## src/bdes_ram.sv

```systemverilog
// Generic single-port-write, registered-read RAM.
`default_nettype none
module bdes_ram #(
  parameter int Width = 32,
  parameter int Depth = 64
) (
  input  wire logic                     clk,
  input  wire logic                     we,
  input  wire logic [$clog2(Depth)-1:0] waddr,
  input  wire logic [Width-1:0]         wdata,
  input  wire logic [$clog2(Depth)-1:0] raddr,
  output logic      [Width-1:0]         rdata
);
  logic [Width-1:0] mem [Depth];
  always_ff @(posedge clk) begin
    if (we) mem[waddr] <= wdata;
    rdata <= mem[raddr];
  end
endmodule
`default_nettype wire

```

## config.mk

```make
export PLATFORM = sky130hd
export DESIGN_NAME = bdes_ram
export DESIGN_NICKNAME = d
export VERILOG_FILES = /design/src/bdes_ram.sv
export SDC_FILE = /design/constraint.sdc
export NUM_CORES = 2
export LEC_CHECK = 0
export BUFFER_PORTS_ARGS = -buffer_cell sky130_fd_sc_hd__clkbuf_2
export CAP_MARGIN = 20
export CORE_ASPECT_RATIO = 0.6
export CORE_MARGIN = 2
export CORE_UTILIZATION = 60
export CTS_CLUSTER_SIZE = 14
export DETAILED_ROUTE_END_ITERATION = 8
export GPL_TIMING_DRIVEN = 0
export PLACE_DENSITY = 0.76
export SLEW_MARGIN = 20
export SYNTH_ARGS = -nofsm -noshare
export SYNTH_HDL_FRONTEND = slang
export SYNTH_SLANG_ARGS = --single-unit
```

## constraint.sdc

```tcl
create_clock -name clk -period 4.27 [get_ports clk]
set_clock_uncertainty 0.1 [all_clocks]
set_input_delay 0.6405 -clock clk [delete_from_list [all_inputs] [get_ports clk]]
set_output_delay 0.6405 -clock clk [all_outputs]
set_load 0.02 [all_outputs]
```

==> impl_results.md <==
- Area contributors post-synth: edfxtp_1, mux4_2, mux2i_1, dfxtp_1, o22ai_1
- Fmax: approximately 220 MHz
- Post-CTS Setup Bufs: 0
- Antenna Nets Post-Route: 0
- Mapped Area: roughly 80000 sq um
- Nets: about 3.8k
- Worst-Margin Slew: 1.37 ns
- Yosys top cell by area: edfxtp_1
- Cts repair resizes: 0
- Synth Net Count: roughly 3.4k
- Synth Flop Type: edfxtp_1
- Met2 WL: slightly above 100 mm
- Vias post-DR: 42.4k
- Starting DRT DRC Count: 9394
- Most common cell in the synthesized netlist: edfxtp_1
- Skew-Pair Late Insertion Delay: 0.83 ns
- Htree depth: 4
- Final Hold Vio Count: 0
- Gr usage total: 0.376
- Final period util: 1.04
- Gpl congestion: 0.968
- Leak Pwr: approximately 28 nW
- Max-slew violation count: 0
- Core Region: between 100000 and 150000 sq um
- I/O pin cnt: between 70 and 80
- Port-buffer cells: a little under 70
- Register area share after synthesis: 0.791
- Synthesized instance count: 3324
- Max_cap viols: 0
- Die height: approximately 280 microns
- CTS clock-pin slew for the worst setup and hold paths: about 0.070 ns
- Reg2reg path depth: 4
- WL met3: about 50 mm
- Critical Path End Type: register
- Hold Path Depth: 1
- Number of CTS-inserted buffers: about 180
- Unrepaired setup endpoints after global routing: false
- Dpl ws: -0.556 ns
- Grt ovf: 0
- Initial Util: 0.607
- Largest net degree at the start of global routing: 65
- Routed vias/inst: 7.63
- Post-DP HPWL: 159 mm
- Clk buf depth: 3
- Post-synth EDFFs: 2048
- Wl on met1: roughly 83 mm
- Setup Crit Path Kind: in2reg
- YS warnings: 0
- # setup viols final: 3
- PwrDens: between 400 and 500 nW/um^2
- CP required: around 4.8 ns
- Startpoint types: primary input
- Total Die Area: about 130000 sq um
- Average wire per standard cell: roughly 45 microns
- Distinct cells, synth: 34
- CTS tree: done
- Maximum VDD drop: slightly below 0.4 mV
- Slew margin rel.: 0.0857
- Vias in the first global route: just over 40k
- Antenna violations before repair: 20
- Yosys top cell area share: 0.783
- Failing checks: setup timing
- Post-route cell area: 89900 sq um
- Area delta synth->final: 14.5%
- Status: finished with violations
- Async SR Flop Fraction: 0
- Drt drc: 0
- CTS root buf: clkbuf_16
- Row count: 102
- Placement Cell Area: between 80000 and 90000 sq um
- Detailed Route WL: about 250 mm
- Layout cells sized above 1: 0.298
- Highest routed layer: met5
- Hold_buf cts: 0
- Min Tclk post-route: ~4.5 ns
- Worst Path Arrival: 5.00 ns
- Worst-path maximum fanout: 10
- Hold WC Path Type: in2reg
- Post-synth top cells: edfxtp_1, mux4_2, nor2_1
- Die W: between 400 and 500 microns
- Global-route wire length before repair: 337 mm
- Initial DRT Pass Iterations: 7
- Post-synthesis register bit count: roughly 2.1k
- Fin util: 0.695
- Clock sink count: 2080
- Avg Cell Area, Syn: between 20 and 25 sq um
- Worst setup margin: -0.183 ns
[flip-flops by register name, summed over array words and instances, names as in the netlist]
signal / cells
mem: 2048
rdata: 32
[path summary, 6_finish.rpt]
check,from,end,slack [ns]
min,wdata[6],mem[51][6]$_DFFE_PP_,0.08
max,raddr[1],rdata[13]$_DFF_P_,-0.18
max reg2reg,mem[17][18]$_DFFE_PP_,rdata[18]$_DFF_P_,1.46
min reg2reg,mem[12][4]$_DFFE_PP_,rdata[4]$_DFF_P_,0.80
[routing by layer]
layer	global-route usage	up-vias
li1	-	15009
met1	0.527	21691
met2	0.502	4773
met5	0.00817	-
met3	0.194	870
met4	0.155	16
[worst max-delay path, cell delays in order]
cell and delay [ns]:
buf_2 0.37, buf_2 0.42, buf_2 0.39, clkdlybuf4s15_1 0.92
nand3b_1 0.68, o221ai_1 0.42, a21oi_1 0.28, a21oi_1 0.69
nor2_1 0.17
[cells by family after synthesis]
logic type / synth area share
buffers and inverters: 0.0113
multiplexers: 0.168
AND/OR/NAND/NOR: 0.0127
AO/OA/AOI/OAI: 0.0167
flip-flops: 0.791
[layout by cell type, fill, tap and decap left out, drive strengths merged, types with 2 or more instances in the layout]
master,instances
mux4,544
or3,3
nand2,26
nor2,137
or3b,5
edfxtp,2048
nor2b,15
and2,2
inv,6
clkbuf,397
diode,8
nand4,2
a22oi,12
nor3,7
a21oi,62
nand2b,8
buf,244
or2,3
a41o,4
o221ai,27
mux2i,93
dfxtp,32
clkinv,37
o32ai,4
clkinvlp,3
a311oi,8
and3,4
nand3,5
o22ai,84
nand3b,5
[cell type report]
class                      instances  area [sq um]
clock buffer                     258          4950
clock inverter                    47           329
buffer                           182           922
sequential                      2080         62100
tap                             1716          2150
timing repair buffer             202          3420
antenna                            8          20.0
multi-input combinational       1062         16000
fill                            7263         39500
[metrics by stage]
step / hold WS [ns] / power, W / setup TNS, ns / cells
5_1_grt: 0.0723 / 0.0414 / 0 / 5548
6_report: 0.0752 / 0.0407 / -0.306 / 5555
3_5_place_dp: 0.744 / 0.0255 / -2.93 / 5241
4_1_cts: 0.0363 / 0.0405 / 0 / 5546
2_1_floorplan: 0.563 / 0.0242 / 0 / 3324
3_3_place_gp: 0.788 / 0.0254 / -2315.33 / 5109
[power by group]
group	switching (W)	total [W]	internal, W	leakage, nW
sequential	0.0000591	0.0227	0.0226	18.7
clock	0.00735	0.0154	0.00809	2.55
combinational	0.00183	0.00263	0.000804	6.80
No activity file was read; power rests on OpenSTA's default activity.
