## config.mk

```make
export PLATFORM = sky130hd
export DESIGN_NAME = bdes_div
export DESIGN_NICKNAME = d
export VERILOG_FILES = /design/src/bdes_div.sv
export SDC_FILE = /design/constraint.sdc
export NUM_CORES = 1
export LEC_CHECK = 0
export ABC_AREA = 1
export BUFFER_PORTS_ARGS = -buffer_cell sky130_fd_sc_hd__buf_2
export CORE_ASPECT_RATIO = 1.2
export CORE_MARGIN = 5
export CORE_UTILIZATION = 52
export DETAILED_ROUTE_END_ITERATION = 10
export GPL_TIMING_DRIVEN = 0
export PLACE_DENSITY = 0.79
export REMOVE_ABC_BUFFERS = 1
export SYNTH_ARGS = -nofsm -noshare
export SYNTH_HDL_FRONTEND = slang
export SYNTH_SLANG_ARGS = --single-unit
export TNS_END_PERCENT = 50
```

## constraint.sdc

```tcl
create_clock -name clk -period 4.2 [get_ports clk]
set_input_delay 0.21 -clock clk [delete_from_list [all_inputs] [get_ports clk]]
set_output_delay 0.21 -clock clk [all_outputs]
set_load 0.01 [all_outputs]
```

## src/bdes_div.sv

```systemverilog
// Restoring divider: 48-bit total by 11-bit block count, one quotient bit per cycle.
`default_nettype none
module bdes_div (
  input  wire logic        clk,
  input  wire logic        rst_n,
  input  wire logic        start,
  input  wire logic [47:0] dividend,
  input  wire logic [10:0] divisor,
  output logic             done,
  output logic [47:0]      quotient
);
  logic [5:0]  cnt_r;
  logic        run_r;
  logic [47:0] q_r;
  logic [11:0] rem_r;
  logic [10:0] d_r;
  logic [11:0] trial;
  always_comb trial = {rem_r[10:0], q_r[47]};
  always_ff @(posedge clk) begin
    if (!rst_n) begin
      run_r <= 1'b0;
      done <= 1'b0;
      cnt_r <= '0;
    end else begin
      done <= 1'b0;
      if (start) begin
        run_r <= 1'b1;
        cnt_r <= '0;
        q_r <= dividend;
        rem_r <= '0;
        d_r <= divisor;
      end else if (run_r) begin
        if (trial >= {1'b0, d_r}) begin
          rem_r <= trial - {1'b0, d_r};
          q_r <= {q_r[46:0], 1'b1};
        end else begin
          rem_r <= trial;
          q_r <= {q_r[46:0], 1'b0};
        end
        cnt_r <= cnt_r + 6'd1;
        if (cnt_r == 6'd47) begin
          run_r <= 1'b0;
          done <= 1'b1;
        end
      end
    end
  end
  assign quotient = q_r;
endmodule
`default_nettype wire

```

==> reports/metrics.yaml <==
critical_path:
  worst_ep_arrival_time_ps: 2630
  cpMostUsedCell: "nand2_1"
  criticalPathCategory: "reg -> reg"
  critical_path.max_fanout: 11
  path_buf_inv: 1
  critPathTopFamily: "compound AO/OA/AOI/OAI gates"
  crit_path_max_incr_delay_ps: 800
  crit_path_start_kind: "flop"
  endpoint_kind: "flop"
  cp.required_ps: 4300
  cpMaxStageDelayCell: "a21oi_1"
  cp_cell_sequence: "ha_1 > nand2_2 > inv_1 > nand2_1 > nand2_1 > a21oi_1 > nand4_1 > nand2_1 > nor2_1"
synth:
  yosysTopAreaCellShare_pct: 51.9
  yosysWarnings: 0
  synth_top_cell_by_area: "edfxtp_1"
  ys_types: 28
  syn_area_per_cell_um2: 8.65
  synthTopCellsByArea: "edfxtp_1 (52%), nand2_1 (20%), inv_1 (5.1%)"
  synth_most_common_cell: "nand2_1"
  yosys_register_bits: 78
  synth_top_flop_cell: "edfxtp_1"
  syn_area_mm2: 0.00405
  synth-edff-count: 70
  synth_commonest_cells: "nand2_1 (214), edfxtp_1 (70), inv_1 (55)"
  yosysSeqAreaShare_pct: 55.9
  synthArstFlopShare_pct: 0
  synthCells: 468
cts:
  postCtsHoldBufs: 0
  clockRootBuffer: "clkbuf_8"
  post_cts_buffers: 0
  cts_max_path_buffers: 2
  htreeDepth: 3
  worstSkewPairLatency_ps: 350
  cts_buffers: 9
  cts_resized: 0
  path_clk_slew_ps: 90
  cts_tree: "yes"
  cts_sinks: 78
global_route:
  grt_pass1_vias: 3368
  grt_start_max_net_pins: 53
  grt_overflow_total: 0
  grt_pass1_wl_um: 15200
  grtUsageTotal_pct: 19.4
  antenna_found_initial: 0
timing:
  drv_slew: 0
  hold_violations: 0
  fin_skew_ps: 12.8
  finalCritPeriodShare_pct: 60.3
  setup_violations: 0
  rsz0062_at_grt: "false"
  hold_slack_ps: 32.7
  setup_tns_ps: 0
  relSlewSlack_pct: 31.5
  fmax_mhz: 395
  tightest_slew_ps: 1030
  period_needed_ps: 2530
placement:
  numPortBuffers: 110
  routabilityCongestion: 0.884
  numPlacedInstances: 655
  placed_cell_area_mm2: 0.00467
  dp_hpwl_um: 6470
detailed_routing:
  drt-total-wl_um: 8890
  drt-initial-drc-count: 172
  vias: 3325
  via_per_inst: 4.96
  drcViolationCount: 0
  firstDrtPassIters: 4
  ant_nets: 0
  routedWlPerCell_um: 13.2
floorplan:
  chipHeight_um: 107
  rows: 35
  io_pins: 111
  die_w_um: 90.5
  initial_utilization_pct: 53.1
  dieArea_mm2: 0.00966
  core_mm2: 0.00762
final_layout:
  num-nets-final: 649
  area_delta_synth_final_pct: 20.7
  antenna_cells: 0
  finish.instance_area_mm2: 0.00489
  stdcell_count: 671
  layout-drive-gt1-share_pct: 24.7
  final_util_pct: 64.1
power:
  clkPwrFrac_pct: 30.7
  pwr_density_cell_mw_per_mm2: 412
  vdd_drop_max_mv: 0.235
  p_leak_uw: 0.00246
  internal_power_uw: 1450
  pwr-share-comb_pct: 21.2
  p_switching_uw: 567
  seqPwrFrac_pct: 48.0
  netSwitchingFraction_pct: 28.1
job:
  drv_cap: 0
outcome:
  status: "finished clean"
min_path:
  hp-class: "in -> reg"
## cell type report
class | count | area, µm²
clock buffer | 13 | 149
clock inverter | 3 | 68.8
fill | 670 | 2730
inverter | 55 | 206
multi-input combinational | 318 | 1490
sequential | 78 | 2260
tap | 92 | 115
timing repair buffer | 112 | 598
## worst reg2reg max path: stages (launching register included)
cell	delay, ps
edfxtp_1	420
ha_1	380
nand2_2	110
inv_1	40
nand2_1	60
nand2_1	80
a21oi_1	800
nand4_1	210
nand2_1	120
nor2_1	50
## layout by cell type (no fill, tap or decap)
| cell | n |
|---|---|
| nand4_2 | 1 |
| nor2_2 | 7 |
| a31oi_1 | 1 |
| nand4_1 | 13 |
| buf_12 | 1 |
| inv_1 | 54 |
| nor3_1 | 5 |
| nor3_4 | 1 |
| nand3_2 | 4 |
| clkbuf_1 | 3 |
| clkbuf_8 | 10 |
| buf_16 | 1 |
| nand3_1 | 11 |
| nand2_2 | 3 |
| a211oi_1 | 1 |
| bufinv_16 | 2 |
| buf_2 | 110 |
| nor3b_1 | 3 |
| o21ai_0 | 1 |
| xor2_1 | 2 |
| nand2_1 | 213 |
| inv_2 | 1 |
| ha_1 | 12 |
| a21oi_1 | 5 |
| clkinv_4 | 1 |
| o21ai_2 | 1 |
| fa_1 | 1 |
| dfxtp_1 | 8 |
| edfxtp_1 | 70 |
| xnor2_1 | 1 |
| o21a_1 | 1 |
| nor2_1 | 31 |
## sequential cells by signal (all words and copies together) (netlist names)
name	flops
d_r	11
done	1
rem_r	11
cnt_r	6
run_r	1
quotient	48
## cells by family after synthesis
logic type,synth area share [%]
buffers and inverters,7.42
xor gates and xnor gates,0.649
AOI/OAI and AO/OA,1.48
adders and majority gates,4.20
DFF,55.9
and+or+nand+nor,30.4
## power groups by stage
stage                     clock [µW]  combinational [µW]  sequential [µW]
final                            620                 427              969
after global routing             675                 494              977
after CTS                        633                 431              969
after detailed placement           0                 428              984
after global placement             0                 411              986
after floorplan                    0                 265             1000
## layer usage
layer | track usage, % | up-vias | share of wire [%]
met4 | 8.09 | 0 | 2.0
li1 | - | 1706 | -
met3 | 5.54 | 17 | 6.7
met2 | 33.4 | 96 | 52
met1 | 22.7 | 1506 | 39
met5 | 0 | - | 0
## worst paths after layout
| path | start | endpoint | slack (ps) | cells after the start |
|---|---|---|---|---|
| worst min register to register | cnt_r[3] | cnt_r[3] | 530 | 2 |
| worst max-delay path | rem_r[5] | rem_r[4] | 1670 | 9 |
| worst max register to register | rem_r[5] | rem_r[4] | 1670 | 9 |
| worst min-delay path | divisor[10] | d_r[10] | 30 | 1 |
## through the flow
step           total power (µW)  setup slack, ps
3_5_place_dp               1410             1720
2_1_floorplan              1270             2000
5_1_grt                    2150             1450
3_3_place_gp               1400              855
4_1_cts                    2030             1670
6_report                   2020             1670
(Power assumes the default switching activity.)
